`src/hdl/trlm_pkg.sv`:
```
// ----------------------------------------------------------------------------
// trlm_pkg
// shared types and codes of the region lock manager: request fields,
// standby entries and the standby cell controls
// ----------------------------------------------------------------------------
package trlm_pkg;

	localparam int TIME_W   = 32;
	localparam int REGION_W = 6;
	localparam int SET_SIZE = 4;
	localparam int IDX_W    = (SET_SIZE > 1) ? $clog2(SET_SIZE) : 1;
	localparam int N_W      = $clog2(SET_SIZE + 1);
	localparam int GCNT_W   = $clog2(SET_SIZE + 2);

	localparam logic [TIME_W-1:0] NO_WRITE = 32'h7fff_ffff;

	// operation codes
	localparam logic [1:0] OP_CREATE  = 2'd0;
	localparam logic [1:0] OP_OBTAIN  = 2'd1;
	localparam logic [1:0] OP_RELEASE = 2'd2;

	// result status codes
	localparam logic [1:0] STAT_GRANTED   = 2'd0;
	localparam logic [1:0] STAT_WAITING   = 2'd1;
	localparam logic [1:0] STAT_NO_REGION = 2'd2;
	localparam logic [1:0] STAT_NO_ROOM   = 2'd3;

	typedef struct packed {
		logic [REGION_W-1:0] region;
		logic                wr;
	} elem_t;

	typedef struct packed {
		logic                       valid;
		logic [TIME_W-1:0]          ticket;
		logic [N_W-1:0]             n;
		elem_t [SET_SIZE-1:0]       e;
	} sb_entry_t;

	typedef enum logic [1:0] {
		CELL_HOLD    = 2'd0,
		CELL_ROT     = 2'd1,
		CELL_COMPACT = 2'd2,
		CELL_ALLOC   = 2'd3
	} cell_mode_t;

endpackage

```
`src/hdl/trlm_cell.sv`:
```
// ----------------------------------------------------------------------------
// trlm_cell
// one standby slot; rotates, compacts toward the head or loads a new set
// ----------------------------------------------------------------------------
module trlm_cell (
	input  logic                 clk,
	input  logic                 arst_n,
	input  trlm_pkg::cell_mode_t mode,
	input  trlm_pkg::sb_entry_t  nb_in,
	input  trlm_pkg::sb_entry_t  new_in,
	input  logic                 hole_in,
	output trlm_pkg::sb_entry_t  entry_out,
	output logic                 hole_out
);
	import trlm_pkg::*;

	sb_entry_t entry_q;
	logic      valid_q;
	logic      take_nb;
	logic      take_new;

	always_comb begin
		take_nb  = (mode == CELL_ROT) || ((mode == CELL_COMPACT) && (hole_in || !valid_q));
		take_new = (mode == CELL_ALLOC) && !valid_q && !hole_in;
	end

	always_ff @(posedge clk or negedge arst_n) begin
		if (!arst_n) begin
			valid_q <= 1'b0;
		end else if (take_nb) begin
			valid_q <= nb_in.valid;
		end else if (take_new) begin
			valid_q <= 1'b1;
		end
	end

	always_ff @(posedge clk) begin
		if (take_nb) begin
			entry_q <= nb_in;
		end else if (take_new) begin
			entry_q <= new_in;
		end
	end

	always_comb begin
		entry_out       = entry_q;
		entry_out.valid = valid_q;
		hole_out        = hole_in || !valid_q;
	end

endmodule

```
`config.mk`:
```
export PLATFORM = sky130hd
export DESIGN_NAME = trlm_cell
export DESIGN_NICKNAME = d
export VERILOG_FILES = /design/src/hdl/trlm_pkg.sv /design/src/hdl/trlm_cell.sv
export SDC_FILE = /design/constraint.sdc
export NUM_CORES = 1
export LEC_CHECK = 0
export ABC_AREA = 1
export BUFFER_PORTS_ARGS = -buffer_cell sky130_fd_sc_hd__buf_2
export CORE_UTILIZATION = 35
export CTS_BUF_LIST = sky130_fd_sc_hd__clkbuf_2 sky130_fd_sc_hd__clkbuf_4 sky130_fd_sc_hd__clkbuf_8
export CTS_CLUSTER_DIAMETER = 30
export DETAILED_ROUTE_END_ITERATION = 10
export PLACE_DENSITY_LB_ADDON = 0.05
export REMOVE_ABC_BUFFERS = 1
export SYNTH_ARGS = -nofsm -noshare
export SYNTH_HDL_FRONTEND = slang
export SYNTH_SLANG_ARGS = --single-unit
```
`constraint.sdc`:
```
create_clock -name clk -period 6.1 [get_ports clk]
set_input_delay 0.61 -clock clk [delete_from_list [all_inputs] [get_ports clk]]
set_output_delay 0.61 -clock clk [all_outputs]
set_load 0.005 [all_outputs]
```
==> metrics.cfg, run 1 <==
[setup_path]
cp_slowest_cell = nand2_4
required_ps = 6170
cp_common_cell = nand2_1
start_kind = input port
crit_chain = buf_2 -> inv_1 -> nand2_1 -> nand2_4 -> inv_6 -> nand2_1 -> nand2_1
worst_path_largest_cell_delay_ps = 570
arrival_ps = 2130
critPathCaptureType = flop
path_class = in -> reg
path_max_fanout = 64

[worst_hold_path]
hold_path.class = in -> async

[flow_run]
maxCapViolations = 0

[power]
seqPwrFrac = 0.513
p_switching_uw = 274
total_power_uw = 1100
leakagePower_uw = 0.00212
clkPwrFrac = 0.311
p_int_uw = 821
powerDensity_mw_per_mm2 = 270
peakVddDrop_mv = 0.121
pwr-share-comb = 0.176
switching_share = 0.251

[timing]
fin_crit_ps = 2060
rsz0062_at_grt = no
slew_headroom = 0.401
period_share = 0.338
fin_setup_tns_ps = 0
setup_viol = 0
finalHoldViolCount = 0
finClkSkew_ps = 6.70
setup_ws_ps = 4040
max_freq_mhz = 485
drv_slew = 0
tightest_slew_ps = 898

[layout]
nets = 614
layout-drive-gt1-share = 0.462
diodes = 0
final_area_mm2 = 0.00406
syn_to_final_growth_pct = 41.0
filler_cell_count = 743
fin_util = 0.517

[placed_design]
gp_congestion = 0.783
io_buffer_count = 196
place_worst_setup_slack_ps = 3670
hpwl_mm = 4.69
placed_cell_area_mm2 = 0.00388

[synth]
yosys_warnings = 0
syn_area_per_cell_um2 = 10.0
synth_cell_types = 16
syn_inst = 287
async_flop_share = 0.0156
netlist_top_cells_area = edfxtp_1 (66%), nand2_1 (24%), nand2_2 (2.6%)
synth_top_area_share = 0.657
ys_seq_area_frac = 0.666
synth.most_common_cell = nand2_1
yosysTopAreaCell = edfxtp_1
ys.flop_type = edfxtp_1
synth_area_mm2 = 0.00288
synth-edff-count = 63
yosys-top-cells-count = nand2_1 (184), edfxtp_1 (63), nand2_2 (12)
synth_seq_cells = 64

[die]
ios = 198
die_x_um = 92.7
start_util = 0.367
core-area_mm2 = 0.00785
dieArea_mm2 = 0.00860
die_height_um = 92.7
rows = 32

[routing]
wl_per_cell_um = 11.7
vias_per_cell = 4.23
drtPass1Iterations = 4
wl_mm = 6.89
ant_nets = 0
drt_iter0_drc = 77
vias = 2483
drc = 0

[clock_tree]
htreeDepth = 3
cts_root_buffer = clkbuf_8
post_cts_buffers = 0
cts_tree = yes
hold_buffers = 0
clk_pin_slew_ps = 70
clkLatencyLatePin_ps = 330
postCtsResizedCells = 0
cts.sinks = 64
cts-buffers-inserted = 9
clk_path_buf_depth = 2

[global_routing]
grt_pass1_vias = 2234
antenna_found_initial = 0
grt_first_pass_wirelength_mm = 10.5
grt_max_degree = 65
grt_overflow = 0
grt_usage = 0.161

[outcome]
status = complete, no violations

## path summary, 6_finish.rpt
kind	end	startpoint	cells after the start	slack [ps]
min in group clk	entry_out[32]$_DFFE_PP_	new_in[32]	3	540
setup reg to reg	entry_out[47]$_DFFE_PP_	valid_q$_DFFE_PN0P_	6	4080
setup / recovery	entry_out[47]$_DFFE_PP_	mode[1]	7	4040
max in group asynchronous	valid_q$_DFFE_PN0P_	arst_n	1	5980
hold / removal	valid_q$_DFFE_PN0P_	arst_n	1	40
hold reg to reg	valid_q$_DFFE_PN0P_	valid_q$_DFFE_PN0P_	2	650
## placed cells by master (no fill, tap or decap)
cell          n
buf_2       196
bufinv_16     1
clkbuf_4      1
clkbuf_8      9
clkinv_1      3
clkinvlp_4    1
dfrtp_1       1
edfxtp_1     63
inv_1         4
inv_6         1
nand2_1     184
nand2_2      12
nand2_4       1
nand3_1       1
nand3_4       1
nand3b_1      1
nand4_1       1
nor2_1        3
nor2_2        1
## sequential cells by signal (all words and copies together), names as in the netlist
| signal | cells |
|---|---|
| entry_out | 63 |
| valid_q | 1 |
## final cells by class
class / count / area [µm²] / share of cell area
multi-input combinational: 205 / 831 / 0.205
sequential: 64 / 1920 / 0.472
clock buffer: 10 / 131 / 0.0324
inverter: 5 / 23.8 / 0.00586
clock inverter: 5 / 48.8 / 0.0120
tap: 102 / 128 / 0.0314
timing repair buffer: 196 / 981 / 0.242
## metrics by stage
step           std cells  hold WS (ps)
6_report             587          40.1
5_1_grt              587          19.7
4_1_cts              587          21.9
3_5_place_dp         572           389
3_3_place_gp         572           385
2_1_floorplan        274           314
## critical path: cells and delay by family
family,cells,cell delay [ps]
buffers and inverters,3,550
and+or+nand+nor,4,940
## power groups by stage
stage	Sequential [µW]	Combinational, µW	Clock, µW
after floorplan	582	75.1	0
after global placement	570	196	0
after detailed placement	571	198	0
after CTS	562	198	351
after global routing	566	220	363
final	561	193	341
## metal layers
metal | wire [µm] | up-vias | global-route usage | part of all wire
li1 | - | 1305 | - | -
met1 | 2860 | 1051 | 0.180 | 0.42
met2 | 3250 | 121 | 0.273 | 0.47
met3 | 714 | 6 | 0.0558 | 0.10
met4 | 65 | 0 | 0.0769 | 0.0094
met5 | 0 | - | 0 | 0
## cell families (layout without fill, tap and decap cells)
group / Yosys count / in the layout / synth area share
simple gates: 205 / 205 / 0.284
buf+inv: 18 / 216 / 0.0504
flops: 64 / 64 / 0.666
No activity file was read; power rests on OpenSTA's default activity.
==> run 2: changes to the inputs <==
- clock period: 6.1 -> 1.9 ns (I/O delays scaled with it)
==> run 2 against run 1 <==
Sequential power rose to 3.2 times the previous value; via count down 0.20%; non-clock buffer count up 5; global-route usage up 0.67 points; flip-flop and latch count unchanged; die area unchanged; critical path depth down 1; power rose to 3.3 times the previous value; combinational power rose to 3.3 times the previous value; hold slack better by 76 ps; cell area up 1.6%; critical path type is now reg -> reg; largest cell class unchanged.
==> metrics.cfg, run 2 (synthesis results as in run 1) <==
[outcome]
status = complete, no violations

[flow_run]
maxCapViolations = 0  ; unchanged

[clock_tree]
clkLatencyLatePin_ps = 320  ; about the same
post_cts_buffers = 0  ; unchanged
cts_tree = yes
clk_path_buf_depth = 2  ; unchanged
htreeDepth = 3  ; unchanged
cts_root_buffer = clkbuf_8
clk_pin_slew_ps = 80  ; about the same
cts.sinks = 64  ; unchanged
cts-buffers-inserted = 9  ; unchanged

[setup_path]
r2r_cells = 6  ; unchanged
critPathCaptureType = flop
crit_chain = nand2_2 -> nand2_2 -> nand2_4 -> inv_6 -> nand2_1 -> nand2_1
crit_family = simple AND/OR/NAND/NOR gates
required_ps = 2080  ; -4090 ps
cp_slowest_cell = dfrtp_1
reg2reg_to = entry_out[47]$_DFFE_PP_
path_class = reg -> reg
reg2reg_from = valid_q$_DFFE_PN0P_
path_buf_inv = 1  ; -2
crit_path_start = valid_q$_DFFE_PN0P_
worst_path_largest_cell_delay_ps = 420  ; -150 ps
start_kind = flop
reg2reg_slack_ps = 320  ; -3760 ps
arrival_ps = 1760  ; -370 ps
path_max_fanout = 63  ; -1.6%

[layout]
layout-drive-gt1-share = 0.473  ; +0.0106
final_cell_mix = buf_2 (196), nand2_1 (184), edfxtp_1 (63), nand2_2 (12), clkbuf_8 (9)
syn_to_final_growth_pct = 43.2
largest_reg_flops = 63  ; unchanged
diodes = 0  ; unchanged
final_common_cell = buf_2
nets = 619  ; +0.81%

[worst_hold_path]
hold_end = entry_out[30]$_DFFE_PP_
hp-start = new_in[30]
hold_path.class = in -> reg
holdPathStages = 3

[power]
pwr-share-comb = 0.181  ; +0.005
switching_share = 0.254  ; +0.00357
clkPwrFrac = 0.315  ; +0.004
p_switching_uw = 907  ; +230%
seqPwrFrac = 0.504  ; -0.009
leakagePower_uw = 0.00215  ; +1.7%
powerDensity_mw_per_mm2 = 865  ; +220%
p_int_uw = 2660  ; +220%
peakVddDrop_mv = 0.305  ; +150%

[timing]
setup_viol = 0  ; unchanged
slew_headroom = 0.669  ; +0.267
whs_ps = 116  ; +75.6 ps
drv_slew = 0  ; unchanged
period_share = 0.832
finClkSkew_ps = 8.38  ; +1.68 ps
rsz0062_at_grt = no
fin_crit_ps = 1580
max_freq_mhz = 632
fin_setup_tns_ps = 0  ; unchanged
finalHoldViolCount = 0  ; unchanged
tightest_slew_ps = 497  ; -401 ps

[routing]
drt_iter0_drc = 55  ; -29%
drtPass1Iterations = 4  ; unchanged
highest_layer = met4
vias = 2478  ; -0.20%
dr_wl_met3_um = 667  ; -6.6%
drc = 0  ; unchanged
wl_mm = 7.15  ; +3.8%
met1Wirelength_mm = 2.88  ; +0.80%
ant_nets = 0  ; unchanged
vias_per_cell = 4.18  ; -1.2%
wl_met2_mm = 3.48  ; +7.1%
wl_per_cell_um = 12.1  ; +2.7%

[global_routing]
grt_pass1_vias = 2330  ; +4.3%
antenna_found_initial = 0  ; unchanged
grt_first_pass_wirelength_mm = 10.9  ; +4.2%
grt_overflow = 0  ; unchanged
grt_usage = 0.167  ; +0.00666
grt_max_degree = 64  ; -1.5%

[die]
rows = 32  ; unchanged
ios = 198  ; unchanged
core-area_mm2 = 0.00785  ; unchanged
die_height_um = 92.7  ; unchanged
start_util = 0.367  ; unchanged
die_x_um = 92.7  ; unchanged
dieArea_mm2 = 0.00860  ; unchanged

[placed_design]
gp_congestion = 0.783  ; about the same
io_buffer_count = 196  ; unchanged
hpwl_mm = 5.19  ; +11%

## run 2: power groups by stage
| stage | Combinational (µW) | Sequential [µW] | Clock (µW) |
|---|---|---|---|
| 2_1_floorplan | 241 | 1870 | 0 |
| 3_3_place_gp | 649 | 1830 | 0 |
| 3_5_place_dp | 656 | 1830 | 0 |
| 4_1_cts | 659 | 1800 | 1170 |
| 5_1_grt | 732 | 1810 | 1220 |
| 6_report | 645 | 1800 | 1120 |
## run 2: worst max path at each step
stage	endpoint	slack, ps	depth (start not counted)
global placement	entry_out[47]$_DFFE_PP_	330	6
detailed placement	entry_out[47]$_DFFE_PP_	300	6
floorplan	entry_out[0]$_DFFE_PP_	-990	3
global route	entry_out[47]$_DFFE_PP_	130	6
CTS	entry_out[47]$_DFFE_PP_	270	6
finish	entry_out[47]$_DFFE_PP_	320	6
## run 2: layout make-up
| cell class | count | area (µm²) |
|---|---|---|
| flip-flops and latches | 64 | 1920 |
| well taps | 102 | 128 |
| clock buffers | 10 | 131 |
| inverters | 5 | 23.8 |
| multi-input cells | 205 | 831 |
| fillers | 755 | 3720 |
| repair buffers | 201 | 1030 |
| clock inverters | 6 | 60.1 |
## run 2: per-layer routing
layer / GRT usage / vias up
li1: - / 1313
met1: 0.182 / 1035
met2: 0.295 / 120
met3: 0.0534 / 10
met4: 0.0782 / 0
met5: 0 / -
## run 2: timing repair
item / in CTS / in global routing
resized for setup: 0 / 0
hold endpoints to repair: 1 / 0
hold buffers: 1 / 0
## run 2: worst register-to-register path: cells and delay by family (launching register included)
family,cells,cell delay (ps)
buffers and inverters,1,410
flip-flops,1,420
AND/OR/NAND/NOR,5,610
## run 2: through the flow
step	area, µm²	worst slack (ps)	total power (µW)	utilization	cells
floorplan	2760	-992	2110	-	274
global placement	3920	334	2470	0.500	576
detailed placement	3920	297	2490	0.500	576
CTS	4120	273	3630	0.526	593
global route	4120	125	3770	0.526	593
finish	4120	319	3570	0.526	593
